<file path="src/rtl/fpt_pkg.sv">
// Shared types and constants of the PCM fractional position timer.
package fpt_pkg;

  // Field widths
  localparam int OP_W       = 2;
  localparam int TICKS_W    = 16;
  localparam int RATE_W     = 18;
  localparam int FRAMES_W   = 17;
  localparam int POS_W      = 16;
  localparam int CNT_W      = 16;
  localparam int TTN_W      = 14;
  localparam int CFG_IDX_W  = 2;
  localparam int CFG_DATA_W = 18;

  // Ticks times rate, and the widest value the dividers take
  localparam int D_W    = TICKS_W + RATE_W;
  localparam int DIV_W  = D_W + 1;
  localparam int STEP_W = $clog2(DIV_W + 1);

  // Saturation limits
  localparam int unsigned POS_MAX = 65535;
  localparam int unsigned CNT_MAX = 65535;
  localparam int unsigned TTN_MAX = 16383;

  // Configuration reset values
  localparam int unsigned SAMPLE_RATE_RST   = 48000;
  localparam int unsigned BUFFER_FRAMES_RST = 4096;
  localparam int unsigned PERIOD_FRAMES_RST = 1024;

  // Operation codes
  localparam logic [OP_W-1:0] OP_RESTART = 2'd0;
  localparam logic [OP_W-1:0] OP_QUERY   = 2'd1;
  localparam logic [OP_W-1:0] OP_SERVICE = 2'd2;

  // Register indexes
  localparam logic [CFG_IDX_W-1:0] REG_SAMPLE_RATE   = 2'd0;
  localparam logic [CFG_IDX_W-1:0] REG_BUFFER_FRAMES = 2'd1;
  localparam logic [CFG_IDX_W-1:0] REG_PERIOD_FRAMES = 2'd2;

  typedef struct packed {
    logic [OP_W-1:0]    op;
    logic [TICKS_W-1:0] ticks_elapsed;
  } fpt_in_t;

  typedef struct packed {
    logic [POS_W-1:0] position_frames;
    logic [CNT_W-1:0] periods_elapsed;
    logic [TTN_W-1:0] ticks_to_next_period;
  } fpt_out_t;

  // Controller to datapath
  typedef struct packed {
    logic capture;
    logic mul;
    logic restart;
    logic adv_start;
    logic adv_commit;
    logic ttn_start;
    logic out_load;
  } fpt_cmd_t;

  // Datapath to controller
  typedef struct packed {
    logic [OP_W-1:0] op;
    logic            ticks_zero;
    logic            busy;
  } fpt_sts_t;

endpackage

</file>
<file path="src/rtl/pcm_fractional_position_timer.sv">
// A query or service with nonzero ticks runs the advance division and then the ceiling
// tick division; a restart, a zero-tick item or op 3 runs only the ceiling tick division.
// Two bit-serial dividers do the work: 35 steps for ring modulo and period count in parallel,
// then FW+1 = 28 steps (TICK_RATE 1000) for the ceiling tick count; frame position is a
// reciprocal multiply. One transaction at a time; the next is taken the cycle after the result loads.
// Reset (synchronous, rst_n low) restores the register defaults and clears position and count.
module pcm_fractional_position_timer #(
  parameter int TICK_RATE = 1000
) (
  input  logic                           clk,
  input  logic                           rst_n,
  input  logic                           cfg_we,
  input  logic [fpt_pkg::CFG_IDX_W-1:0]  cfg_index,
  input  logic [fpt_pkg::CFG_DATA_W-1:0] cfg_wdata,
  input  logic                           in_valid,
  output logic                           in_stall,
  input  fpt_pkg::fpt_in_t               in_data,
  output logic                           out_valid,
  input  logic                           out_stall,
  output fpt_pkg::fpt_out_t              out_data
);
  import fpt_pkg::*;

  fpt_cmd_t cmd;
  fpt_sts_t sts;

  fpt_ctrl u_ctrl (
    .clk       (clk),
    .rst_n     (rst_n),
    .in_valid  (in_valid),
    .in_stall  (in_stall),
    .out_valid (out_valid),
    .out_stall (out_stall),
    .sts       (sts),
    .cmd       (cmd)
  );

  fpt_datapath #(.TICK_RATE(TICK_RATE)) u_datapath (
    .clk       (clk),
    .rst_n     (rst_n),
    .cfg_we    (cfg_we),
    .cfg_index (cfg_index),
    .cfg_wdata (cfg_wdata),
    .in_data   (in_data),
    .out_data  (out_data),
    .cmd       (cmd),
    .sts       (sts)
  );

endmodule

</file>
<file path="src/rtl/fpt_div.sv">
// Bit-serial restoring divider: one quotient bit per cycle.
module fpt_div #(
  parameter int DVS_W = 27
) (
  input  logic                        clk,
  input  logic                        rst_n,
  input  logic                        start,
  input  logic [fpt_pkg::DIV_W-1:0]   dividend,
  input  logic [DVS_W-1:0]            divisor,
  input  logic [fpt_pkg::STEP_W-1:0]  steps,
  output logic                        busy,
  output logic [fpt_pkg::DIV_W-1:0]   quotient,
  output logic [DVS_W-1:0]            remainder
);
  import fpt_pkg::*;

  logic [DIV_W-1:0]  num_r;
  logic [DIV_W-1:0]  quo_r;
  logic [DVS_W-1:0]  rem_r;
  logic [DVS_W-1:0]  dvs_r;
  logic [STEP_W-1:0] cnt_r;
  logic              busy_r;

  logic [DVS_W:0]   trial;
  logic [DVS_W:0]   diff;
  logic             take;
  logic [DVS_W-1:0] rem_nxt;

  // One restoring step: shift in the next dividend bit, subtract if it fits
  always_comb begin
    trial   = {rem_r, num_r[DIV_W-1]};
    diff    = trial - {1'b0, dvs_r};
    take    = (trial >= {1'b0, dvs_r});
    rem_nxt = take ? diff[DVS_W-1:0] : trial[DVS_W-1:0];
  end

  // Step control
  always_ff @(posedge clk) begin
    if (!rst_n) begin
      busy_r <= 1'b0;
      cnt_r  <= '0;
    end else if (start) begin
      busy_r <= (steps != '0);
      cnt_r  <= steps;
    end else if (busy_r) begin
      busy_r <= (cnt_r != STEP_W'(1));
      cnt_r  <= cnt_r - STEP_W'(1);
    end
  end

  // Operand and result registers
  always_ff @(posedge clk) begin
    if (start) begin
      num_r <= dividend;
      dvs_r <= divisor;
      rem_r <= '0;
      quo_r <= '0;
    end else if (busy_r) begin
      num_r <= {num_r[DIV_W-2:0], 1'b0};
      rem_r <= rem_nxt;
      quo_r <= {quo_r[DIV_W-2:0], take};
    end
  end

  assign busy      = busy_r;
  assign quotient  = quo_r;
  assign remainder = rem_r;

endmodule

</file>
<file path="src/rtl/fpt_ctrl.sv">
// Sequencing state machine of the position timer.
module fpt_ctrl (
  input  logic              clk,
  input  logic              rst_n,
  input  logic              in_valid,
  output logic              in_stall,
  output logic              out_valid,
  input  logic              out_stall,
  input  fpt_pkg::fpt_sts_t sts,
  output fpt_pkg::fpt_cmd_t cmd
);
  import fpt_pkg::*;

  typedef enum logic [5:0] {
    ST_IDLE   = 6'b000001,
    ST_MUL    = 6'b000010,
    ST_PREP   = 6'b000100,
    ST_ADV    = 6'b001000,
    ST_TSTART = 6'b010000,
    ST_TWAIT  = 6'b100000
  } fpt_state_t;

  fpt_state_t state_r, state_nxt;
  logic       out_valid_r, out_valid_nxt;

  // Next state and commands
  always_comb begin
    state_nxt     = state_r;
    out_valid_nxt = out_valid_r;
    cmd           = '0;
    if (out_valid_r && !out_stall) out_valid_nxt = 1'b0;
    unique case (state_r)
      ST_IDLE: begin
        if (in_valid) begin
          cmd.capture = 1'b1;
          state_nxt   = ST_MUL;
        end
      end
      ST_MUL: begin
        cmd.mul   = 1'b1;
        state_nxt = ST_PREP;
      end
      ST_PREP: begin
        state_nxt = ST_TSTART;
        unique case (sts.op) inside
          OP_RESTART: cmd.restart = 1'b1;
          OP_QUERY, OP_SERVICE: begin
            if (!sts.ticks_zero) begin
              cmd.adv_start = 1'b1;
              state_nxt     = ST_ADV;
            end
          end
          default: ;
        endcase
      end
      // wait for the modulo and period division
      ST_ADV: begin
        if (!sts.busy) begin
          cmd.adv_commit = 1'b1;
          state_nxt      = ST_TSTART;
        end
      end
      ST_TSTART: begin
        cmd.ttn_start = 1'b1;
        state_nxt     = ST_TWAIT;
      end
      // wait for the tick division and a free output register
      ST_TWAIT: begin
        if (!sts.busy && (!out_valid_r || !out_stall)) begin
          cmd.out_load  = 1'b1;
          out_valid_nxt = 1'b1;
          state_nxt     = ST_IDLE;
        end
      end
      default: state_nxt = ST_IDLE;
    endcase
  end

  always_ff @(posedge clk) begin
    if (!rst_n) begin
      state_r     <= ST_IDLE;
      out_valid_r <= 1'b0;
    end else begin
      state_r     <= state_nxt;
      out_valid_r <= out_valid_nxt;
    end
  end

  assign in_stall  = (state_r != ST_IDLE);
  assign out_valid = out_valid_r;

endmodule

</file>
<file path="src/rtl/fpt_datapath.sv">
// Datapath: configuration, position and period state, dividers, result register.
module fpt_datapath #(
  parameter int TICK_RATE = 1000
) (
  input  logic                           clk,
  input  logic                           rst_n,
  input  logic                           cfg_we,
  input  logic [fpt_pkg::CFG_IDX_W-1:0]  cfg_index,
  input  logic [fpt_pkg::CFG_DATA_W-1:0] cfg_wdata,
  input  fpt_pkg::fpt_in_t               in_data,
  output fpt_pkg::fpt_out_t              out_data,
  input  fpt_pkg::fpt_cmd_t              cmd,
  output fpt_pkg::fpt_sts_t              sts
);
  import fpt_pkg::*;

  // Width of fractional values: frames times tick rate
  localparam int FW = $clog2(((1 << FRAMES_W) - 1) * TICK_RATE + 1);
  localparam logic [FW-1:0] REST_RST = FW'(PERIOD_FRAMES_RST * TICK_RATE);

  // Reciprocal of the tick rate, exact for any FW-bit position
  localparam int REC_SH = FW + $clog2(TICK_RATE);
  localparam int REC_W  = FW + 1;
  localparam int PQ_W   = FW + REC_W - REC_SH;
  localparam logic [REC_W-1:0] REC_M =
    REC_W'(((64'd1 << REC_SH) + 64'(TICK_RATE) - 64'd1) / 64'(TICK_RATE));

  // Configuration
  logic [RATE_W-1:0]   sr_r;
  logic [FRAMES_W-1:0] bf_r;
  logic [FRAMES_W-1:0] pf_r;

  // Transaction and products
  logic [OP_W-1:0]    op_r;
  logic [TICKS_W-1:0] ticks_r;
  logic [D_W-1:0]     d_r;
  logic [FW-1:0]      fb_r;
  logic [FW-1:0]      fp_r;

  // Timer state
  logic [FW-1:0]    pos_r;
  logic [FW-1:0]    rest_r;
  logic [CNT_W-1:0] cnt_r;
  logic             use_a_r;
  logic             use_b_r;
  fpt_out_t         out_data_r;

  // Divider ports
  logic             start_a, start_b, busy_a, busy_b;
  logic [DIV_W-1:0] dvd_a, dvd_b, quo_a, quo_b;
  logic [FW-1:0]    dvs_a, dvs_b, rem_a, rem_b;
  logic [STEP_W-1:0] steps_a, steps_b;

  logic [DIV_W-1:0]      pos_sum;
  logic [D_W-1:0]        d_minus_rest;
  logic                  rest_gt_d;
  logic [FW-1:0]         sr_ext;
  logic [FW:0]           ttn_num;
  logic [DIV_W:0]        cnt_sum;
  logic [CNT_W-1:0]      cnt_sat;
  logic [FW+REC_W-1:0]   pos_prod;
  logic [PQ_W-1:0]       pos_quo;
  logic [POS_W-1:0]      pos_frames;
  logic [TTN_W-1:0]      ttn_sat;

  // Advance and ceiling arithmetic
  always_comb begin
    pos_sum      = {{(DIV_W-FW){1'b0}}, pos_r} + {1'b0, d_r};
    d_minus_rest = d_r - {{(D_W-FW){1'b0}}, rest_r};
    rest_gt_d    = ({{(D_W-FW){1'b0}}, rest_r} > d_r);
    sr_ext       = {{(FW-RATE_W){1'b0}}, sr_r};
    ttn_num      = {1'b0, rest_r} + {1'b0, sr_ext} - (FW+1)'(1);
    cnt_sum      = {{(DIV_W+1-CNT_W){1'b0}}, cnt_r} + {1'b0, quo_a} + (DIV_W+1)'(1);
    cnt_sat      = (cnt_sum > (DIV_W+1)'(CNT_MAX)) ? CNT_W'(CNT_MAX) : cnt_sum[CNT_W-1:0];
    // frame position: multiply by the reciprocal, keep the high part
    pos_prod     = (FW+REC_W)'(pos_r) * (FW+REC_W)'(REC_M);
    pos_quo      = pos_prod[FW+REC_W-1:REC_SH];
    pos_frames   = (pos_quo > PQ_W'(POS_MAX)) ? POS_W'(POS_MAX) : pos_quo[POS_W-1:0];
    ttn_sat      = ((sr_r == '0) || (quo_b > DIV_W'(TTN_MAX))) ?
                   TTN_W'(TTN_MAX) : quo_b[TTN_W-1:0];
  end

  // Divider A: crossed periods
  always_comb begin
    start_a = cmd.adv_start && !rest_gt_d && (fp_r != '0);
    dvd_a   = {1'b0, d_minus_rest};
    dvs_a   = fp_r;
    steps_a = STEP_W'(DIV_W);
  end

  // Divider B: position modulo the ring, then ticks to the next boundary
  always_comb begin
    start_b = (cmd.adv_start && (fb_r != '0)) || cmd.ttn_start;
    if (cmd.ttn_start) begin
      dvd_b   = {ttn_num, {(DIV_W-FW-1){1'b0}}};
      dvs_b   = sr_ext;
      steps_b = STEP_W'(FW + 1);
    end else begin
      dvd_b   = pos_sum;
      dvs_b   = fb_r;
      steps_b = STEP_W'(DIV_W);
    end
  end

  fpt_div #(.DVS_W(FW)) u_div_a (
    .clk       (clk),
    .rst_n     (rst_n),
    .start     (start_a),
    .dividend  (dvd_a),
    .divisor   (dvs_a),
    .steps     (steps_a),
    .busy      (busy_a),
    .quotient  (quo_a),
    .remainder (rem_a)
  );

  fpt_div #(.DVS_W(FW)) u_div_b (
    .clk       (clk),
    .rst_n     (rst_n),
    .start     (start_b),
    .dividend  (dvd_b),
    .divisor   (dvs_b),
    .steps     (steps_b),
    .busy      (busy_b),
    .quotient  (quo_b),
    .remainder (rem_b)
  );

  // Configuration and timer state
  always_ff @(posedge clk) begin
    if (!rst_n) begin
      sr_r    <= RATE_W'(SAMPLE_RATE_RST);
      bf_r    <= FRAMES_W'(BUFFER_FRAMES_RST);
      pf_r    <= FRAMES_W'(PERIOD_FRAMES_RST);
      pos_r   <= '0;
      rest_r  <= REST_RST;
      cnt_r   <= '0;
      use_a_r <= 1'b0;
      use_b_r <= 1'b0;
    end else begin
      if (cfg_we) begin
        unique case (cfg_index)
          REG_SAMPLE_RATE:   sr_r <= cfg_wdata[RATE_W-1:0];
          REG_BUFFER_FRAMES: bf_r <= cfg_wdata[FRAMES_W-1:0];
          REG_PERIOD_FRAMES: pf_r <= cfg_wdata[FRAMES_W-1:0];
          default: ;
        endcase
      end
      if (cmd.restart) begin
        pos_r  <= '0;
        rest_r <= fp_r;
        cnt_r  <= '0;
      end
      // start of an advance: settle the cases that need no division
      if (cmd.adv_start) begin
        use_b_r <= (fb_r != '0);
        if (fb_r == '0) pos_r <= '0;
        if (rest_gt_d) begin
          rest_r  <= rest_r - d_r[FW-1:0];
          use_a_r <= 1'b0;
        end else if (fp_r == '0) begin
          rest_r  <= '0;
          use_a_r <= 1'b0;
        end else begin
          use_a_r <= 1'b1;
        end
      end
      if (cmd.adv_commit) begin
        if (use_b_r) pos_r <= rem_b;
        if (use_a_r) begin
          rest_r <= fp_r - rem_a;
          cnt_r  <= cnt_sat;
        end
      end
      // service clears the count once it has been reported
      if (cmd.out_load && (op_r == OP_SERVICE)) cnt_r <= '0;
    end
  end

  // Transaction capture, products and result register
  always_ff @(posedge clk) begin
    if (cmd.capture) begin
      op_r    <= in_data.op;
      ticks_r <= in_data.ticks_elapsed;
    end
    if (cmd.mul) begin
      d_r  <= D_W'(ticks_r) * D_W'(sr_r);
      fb_r <= FW'(bf_r) * FW'(TICK_RATE);
      fp_r <= FW'(pf_r) * FW'(TICK_RATE);
    end
    if (cmd.out_load) begin
      out_data_r.position_frames      <= pos_frames;
      out_data_r.periods_elapsed      <= cnt_r;
      out_data_r.ticks_to_next_period <= ttn_sat;
    end
  end

  assign out_data       = out_data_r;
  assign sts.op         = op_r;
  assign sts.ticks_zero = (ticks_r == '0);
  assign sts.busy       = busy_a | busy_b;

endmodule

</file>
<file path="config.mk">
export PLATFORM = sky130hd
export DESIGN_NAME = pcm_fractional_position_timer
export DESIGN_NICKNAME = d
export VERILOG_FILES = /design/src/rtl/fpt_pkg.sv /design/src/rtl/pcm_fractional_position_timer.sv /design/src/rtl/fpt_div.sv /design/src/rtl/fpt_ctrl.sv /design/src/rtl/fpt_datapath.sv
export SDC_FILE = /design/constraint.sdc
export NUM_CORES = 2
export LEC_CHECK = 0
export BUFFER_PORTS_ARGS = -buffer_cell sky130_fd_sc_hd__clkbuf_2
export CAP_MARGIN = 10
export CORE_ASPECT_RATIO = 0.75
export CORE_UTILIZATION = 55
export CTS_CLUSTER_SIZE = 16
export DETAILED_ROUTE_END_ITERATION = 7
export GPL_ROUTABILITY_DRIVEN = 0
export HOLD_SLACK_MARGIN = 0.12
export PLACE_DENSITY = 0.74
export SLEW_MARGIN = 15
export SYNTH_ARGS = -nofsm -noshare
export SYNTH_HDL_FRONTEND = slang
export SYNTH_SLANG_ARGS = --single-unit
</file>
<file path="constraint.sdc">
create_clock -name clk -period 9.95 [get_ports clk]
set_clock_uncertainty 0.05 [all_clocks]
set_input_delay 0.4975 -clock clk [delete_from_list [all_inputs] [get_ports clk]]
set_output_delay 0.4975 -clock clk [all_outputs]
set_load 0.005 [all_outputs]
</file>
Word level (Yosys, flattened, before mapping)
Cells that the tools add are included.
- logic and storage cells: 160
- input port bits: 43
- output and inout bits: 48
- flip-flop bits (word level): 536
- mux-type cells: 55
- bitwise operators: 2
- $add $sub $neg: 12
- reductions and logical operators: 31
- magnitude comparators: 6
- multiply operators: 4
- eq/ne operators: 16
- operators by type and width (cell ; number):
    two-way mux 27 bit ; 13
    subtractor 27 bit ; 4
    two-way mux 35 bit ; 3
    two-way mux 34 bit ; 2
    two-way mux 16 bit ; 4
    >= comparator 28 x 27 -> 1 bit ; 2
    zero test 27 bit ; 2
    multiplier 27 x 27 -> 54 bit, second input constant ; 1
    nonzero test 27 bit ; 2
    multiplier 17 x 7 -> 24 bit, second input constant ; 2
    two-way mux 6 bit ; 8
    adder 16 x 35 -> 36 bit ; 1
    adder 36 x 1 -> 36 bit, second input constant ; 1
    greater-than comparator 36 x 16 -> 1 bit, second input constant ; 1
    case mux 6 bit (6 select lines) ; 1
    adder 27 x 34 -> 35 bit ; 1
    greater-than comparator 35 x 14 -> 1 bit, second input constant ; 1
    greater-than comparator 27 x 34 -> 1 bit ; 1
    multiplier 16 x 18 -> 34 bit ; 1
    subtractor 34 x 27 -> 34 bit ; 1
    adder 27 x 18 -> 28 bit ; 1
    subtractor 28 x 1 -> 28 bit, second input constant ; 1
    two-way mux 1 bit ; 20
    greater-than comparator 18 x 16 -> 1 bit, second input constant ; 1
    28 further kinds ; 51

Longest topological paths before layout
- depth after elaboration: 10
- depth in mapped cells: 26
- depth with buffers taken out: 24

Modules after synthesis
A second synthesis with hierarchy kept.
- cell total of the unflattened synthesis: 6052
- area total of the unflattened synthesis: 57398.8 µm²
- modules (own cells, without submodules) (module ; seq. area each (µm²) ; instances ; area an instance (µm²) ; cells each):
    fpt_datapath ; 6866.6 ; 1 ; 43513.0 ; 4704
    fpt_div ; 3243.1 ; 2 ; 6729.0 ; 648
    fpt_ctrl ; 140.1 ; 1 ; 427.9 ; 52

Worst setup path after synthesis
No wires, ideal clock.
- path type: register to register
- start: register u_ctrl.state_r[3]
- end: register u_datapath.d_r[0] (enable)
- arrival time: 6.372 ns
- stages on the path, launching flop included: 4
- path slack: 2.906 ns
- data required time: 9.277 ns
- library setup time: 0.623 ns
- buffers on the path: 0
- cell sequence: dfxtp_1 -> nor2_1 -> nand3b_1 -> nor3_1
- longest elaborated chain between the ends: 2
- RTL lines (what ; line ; text):
    from (decl) ; fpt_ctrl.sv:23 ; fpt_state_t state_r, state_nxt;
    from (signal assigned) ; fpt_ctrl.sv:84 ; state_r <= state_nxt;
    == test 6 x 2 -> 1 bit ; fpt_ctrl.sv:32 ; unique case (state_r)
    two-way mux 1 bit ; fpt_ctrl.sv:32 ;
    to (signal assigned) ; fpt_datapath.sv:187 ; d_r <= D_W'(ticks_r) * D_W'(sr_r);
    to (decl) ; fpt_datapath.sv:36 ; logic [D_W-1:0] d_r;
Every way passes these cells.
A chain may end at the register's enable or synchronous reset.

Final worst setup path
- start: register u_datapath.pos_r[7]
- end: register u_datapath.out_data_r (netlist bit u_datapath.out_data[41]) (data pin)
- longest elaborated chain between the ends: 2
- RTL lines (what ; line ; text):
    from (decl) ; fpt_datapath.sv:41 ; logic [FW-1:0] pos_r;
    from (signal assigned) ; fpt_datapath.sv:169 ; if (use_b_r) pos_r <= rem_b;
    multiplier 27 x 27 -> 54 bit (*) ; fpt_datapath.sv:76 ; pos_prod = (FW+REC_W)'(pos_r) * (FW+REC_W)'(REC_M);
    greater-than comparator 18 x 16 -> 1 bit ; fpt_datapath.sv:78 ; pos_frames = (pos_quo > PQ_W'(POS_MAX)) ? POS_W'(POS_MAX) : pos_quo[POS_W-1:0];
    to (decl) ; fpt_datapath.sv:46 ; fpt_out_t out_data_r;
Every way passes the cells marked *; elsewhere a longest branch is shown, timed or not.

==> report_table.html <==
<table>
<tr><th>Metric</th><th>Value</th></tr>
<tr><th colspan="2">Power</th></tr>
<tr><td>P per Cell Area</td><td>164.5 nW/um2</td></tr>
<tr><td>Static Leakage</td><td>29.64 nW</td></tr>
<tr><td>Total design power</td><td>9.913 mW</td></tr>
<tr><td>Highest ir drop seen on vdd</td><td>335.3 uV</td></tr>
<tr><th colspan="2">Finish</th></tr>
<tr><td>Share of cells above drive strength 1</td><td>0.04524</td></tr>
<tr><td>Area grow syn2layout</td><td>6.960%</td></tr>
<tr><td>Count of fill cells added during filler insertion</td><td>8571</td></tr>
<tr><td>FF+latch area</td><td>13400 um2</td></tr>
<tr><td>Multi-input logic area</td><td>38460 um2</td></tr>
<tr><td>Number of nets in the final layout</td><td>7390</td></tr>
<tr><th colspan="2">Die</th></tr>
<tr><td>Std cell rows</td><td>101</td></tr>
<tr><td>Die extent in x</td><td>371.6 um</td></tr>
<tr><td>Die height</td><td>279.2 um</td></tr>
<tr><td>DIE AREA</td><td>103800 um2</td></tr>
<tr><td>IO Count</td><td>91</td></tr>
<tr><td>Initial core utilization</td><td>0.5560</td></tr>
<tr><td>Core footprint</td><td>101400 um2</td></tr>
<tr><th colspan="2">Drt</th></tr>
<tr><td>Number of iterations in the first detailed-routing pass</td><td>6</td></tr>
<tr><td>DRC violation total after the first TritonRoute iteration</td><td>4374</td></tr>
<tr><td>Average wire per standard cell</td><td>20.75 um</td></tr>
<tr><td>Number of remaining DRC errors</td><td>0</td></tr>
<tr><td>Antenna-violating nets left</td><td>0</td></tr>
<tr><td>Via/cell ratio</td><td>5.914</td></tr>
<tr><td>Routed via count</td><td>44.02k</td></tr>
<tr><td>Total length of routed wires</td><td>154500 um</td></tr>
<tr><th colspan="2">Clocking</th></tr>
<tr><td>Clock latency at the later pin of the worst-skew pair</td><td>0.66 ns</td></tr>
<tr><td>Sinks on Clock Net</td><td>536</td></tr>
<tr><td>Count of H-tree levels built during CTS</td><td>2</td></tr>
<tr><td>Clock transition at the registers of the reported paths</td><td>0.07 ns</td></tr>
<tr><td>CTS buffer count</td><td>54</td></tr>
<tr><td>Max Root-Sink Buffers</td><td>3</td></tr>
<tr><td>Library cell used as clock root buffer</td><td>clkbuf_16</td></tr>
<tr><td>Buffers inserted by post-CTS timing repair</td><td>0</td></tr>
<tr><td>CTS tree</td><td>built</td></tr>
<tr><th colspan="2">Critical path</th></tr>
<tr><td>Reg-to-reg slack, setup</td><td>2.79 ns</td></tr>
<tr><td>Data required time at the worst endpoint</td><td>10.31 ns</td></tr>
<tr><td>Data arrival, critical path</td><td>7.52 ns</td></tr>
<tr><td>Crit start category</td><td>flop</td></tr>
<tr><td>Capturing element type of the critical path</td><td>flop</td></tr>
<tr><td>Maximum fanout along the worst path</td><td>10</td></tr>
<tr><td>Crit Path Class</td><td>reg -&gt; reg</td></tr>
<tr><th colspan="2">Yosys</th></tr>
<tr><td>Synthesized flop and latch total</td><td>536</td></tr>
<tr><td>Cell with the most instances after synthesis</td><td>inv_1</td></tr>
<tr><td>Post-Syn Area</td><td>56360 um2</td></tr>
<tr><td>Commonest cells in the synthesized netlist</td><td>inv_1 (982), ha_1 (722), nand2_1 (619), fa_1 (570), a21oi_1 (347)</td></tr>
<tr><td>Number of synthesized flops with an enable pin</td><td>266</td></tr>
<tr><td>Top post-synthesis cells by area</td><td>fa_1 (20%), ha_1 (16%), edfxtp_1 (14%)</td></tr>
<tr><td>Portion of the post-synthesis area used by sequential elements</td><td>0.2377</td></tr>
<tr><td>Proportion of netlist area held by the largest area contributor</td><td>0.2025</td></tr>
<tr><td>YS warnings</td><td>0</td></tr>
<tr><td>Number of instances in the synthesized netlist</td><td>6053</td></tr>
<tr><td>Asr flop ratio synth</td><td>0</td></tr>
<tr><td>Total nets after synthesis</td><td>7388</td></tr>
<tr><td>Most instantiated flip-flop cell in the synthesis netlist</td><td>dfxtp_1</td></tr>
<tr><td>Library cells used by synthesis</td><td>99</td></tr>
<tr><td>Mapped Avg Cell Area</td><td>9.310 um2</td></tr>
<tr><td>Dominant cell type by area after synthesis</td><td>fa_1</td></tr>
<tr><th colspan="2">Timing</th></tr>
<tr><td>Final Max Slew Viols</td><td>0</td></tr>
<tr><td>Normalized max-slew margin</td><td>0.1300</td></tr>
<tr><td>Unrepaired setup endpoints after global routing</td><td>no</td></tr>
<tr><td>Post-route fraction of the period consumed by the critical path</td><td>0.7194</td></tr>
<tr><td>Post-route setup TNS</td><td>0 ns</td></tr>
<tr><td>Final setup violation count</td><td>0</td></tr>
<tr><td>FMAX</td><td>139.7 MHz</td></tr>
<tr><td>Post-route minimum period</td><td>7.158 ns</td></tr>
<tr><td>Final number of hold-violating endpoints</td><td>0</td></tr>
<tr><td>Least-Margin Pin Slew</td><td>1.304 ns</td></tr>
<tr><th colspan="2">Place</th></tr>
<tr><td>I/O Buffers</td><td>90</td></tr>
<tr><td>Final HPWL from detailed placement</td><td>121600 um</td></tr>
<tr><th colspan="2">Hold path</th></tr>
<tr><td>Class of the tightest hold or removal check</td><td>in -&gt; reg</td></tr>
<tr><th colspan="2">Run status</th></tr>
<tr><td>Outcome</td><td>completed</td></tr>
<tr><th colspan="2">GRT</th></tr>
<tr><td>Number of antenna violations at the first check in global routing</td><td>7</td></tr>
<tr><td>Number of global-route vias before repair</td><td>42.78k</td></tr>
<tr><td>Total congestion overflow after global routing</td><td>0</td></tr>
<tr><td>Global-route wire length before repair</td><td>240000 um</td></tr>
<tr><td>Global-route usage over all layers</td><td>0.2978</td></tr>
<tr><td>Maximum number of pins on one net before global-route repair</td><td>82</td></tr>
<tr><th colspan="2">Run</th></tr>
<tr><td>Max_cap viols</td><td>0</td></tr>
</table>
[worst paths after layout]
check,start,to,cells after the start
setup / recovery,u_datapath.pos_r[7]$_SDFF_PN0_,u_datapath.out_data[41]$_SDFFCE_PN1P_,22
hold / removal,in_valid,u_ctrl.state_r[1]$_SDFFE_PN0P_,2
setup reg to reg,u_datapath.pos_r[7]$_SDFF_PN0_,u_datapath.out_data[41]$_SDFFCE_PN1P_,22
hold reg to reg,u_datapath.sr_r[0]$_SDFFE_PN0P_,u_datapath.sr_r[0]$_SDFFE_PN0P_,2
[logic make-up after synthesis]
family | after synthesis | share of synthesized area
flops | 536 | 0.2377
mux | 114 | 0.02034
simple gates | 1487 | 0.1230
xor+xnor | 258 | 0.04010
buf+inv | 1196 | 0.08033
compound gates | 1170 | 0.1359
fa+ha+maj | 1292 | 0.3628
[repair_timing]
| action | 4_1_cts | 5_1_grt |
|---|---|---|
| hold buffers | 37 | 0 |
| gates resized for setup | 0 | 0 |
| endpoints found under the hold margin | 65 | 0 |
[per-layer routing]
layer / vias to the layer above / routed length, um / track usage / part of all wire
met1: 21458 / 67210 / 0.4192 / 0.44
met5: - / 63 / 0 / 0.00041
met4: 10 / 4233 / 0.07629 / 0.027
li1: 20331 / - / - / -
met3: 272 / 20140 / 0.1168 / 0.13
met2: 1949 / 62830 / 0.4244 / 0.41
[worst max-delay path, stage by stage, from the launching register on]
cell,delay (ns)
dfxtp_1,0.73
ha_1,0.39
ha_1,0.24
fa_1,0.54
inv_1,0.05
fa_1,0.48
inv_1,0.09
fa_1,0.46
fa_1,0.58
inv_1,0.09
fa_1,0.54
inv_1,0.04
ha_1,0.30
and4_1,0.23
o211ai_1,0.10
a21oi_1,0.08
o311a_1,0.40
a311oi_4,0.38
o21bai_1,0.17
a21o_1,0.23
a41o_1,0.26
or3_1,0.31
a21o_1,0.18
[where the power goes]
| group | switching, mW | internal, mW |
|---|---|---|
| combinational | 2.90 | 1.94 |
| clock | 0.954 | 1.32 |
| sequential | 0.225 | 2.58 |
| total | 4.07 | 5.84 |
[flip-flops by register name (all words and copies together), names as in the netlist, 16 cells and up]
register,cells
u_datapath.dvs_a,24
u_datapath.bf_r,17
u_datapath.u_div_a.dvs_r,24
u_datapath.u_div_a.num_r,35
u_datapath.u_div_b.quotient,35
u_datapath.cnt_r,16
u_datapath.sr_r,18
u_datapath.fb_r,24
u_datapath.u_div_a.quotient,35
u_datapath.d_r,34
u_datapath.u_div_b.num_r,35
u_datapath.u_div_a.remainder,27
u_datapath.ticks_r,16
u_datapath.out_data,46
u_datapath.rest_r,27
u_datapath.pf_r,17
u_datapath.pos_r,27
u_datapath.u_div_b.dvs_r,27
u_datapath.u_div_b.remainder,27
[stage by stage]
stage / std cells / hold WS (ns) / utilization / area [um2] / setup WS [ns]
global placement: 7301 / 0.3959 / 0.5714 / 57910 / 2.981
CTS: 7440 / 0.1383 / 0.5947 / 60270 / 2.807
global route: 7440 / 0.1290 / 0.5947 / 60270 / 2.513
floorplan: 6053 / 0.3582 / - / 56360 / 2.906
detailed placement: 7301 / 0.4032 / 0.5714 / 57910 / 2.824
finish: 7443 / 0.1429 / 0.5948 / 60280 / 2.792
[layout by cell type, fill, tap and decap left out, drive strengths merged, types with 119 or more instances in the layout]
cell type | synthesis | final
clkbuf | 176 | 166
fa | 570 | 570
a21oi | 347 | 347
o21ai | 238 | 238
nand2 | 620 | 620
inv | 984 | 987
ha | 722 | 722
a21o | 126 | 126
edfxtp | 266 | 266
dfxtp | 270 | 270
and2 | 119 | 119
xnor2 | 149 | 149
nor2 | 323 | 323
[cell type report]
class | instances | share of cell area
antenna | 3 | 0.0001245
clock buffer | 76 | 0.02601
clock inverter | 26 | 0.006954
inverter | 984 | 0.06130
multi-input combinational | 4321 | 0.6380
sequential | 536 | 0.2223
tap | 1339 | 0.02779
timing repair buffer | 158 | 0.01748
Note: power is estimated with default switching activity, not from simulation.
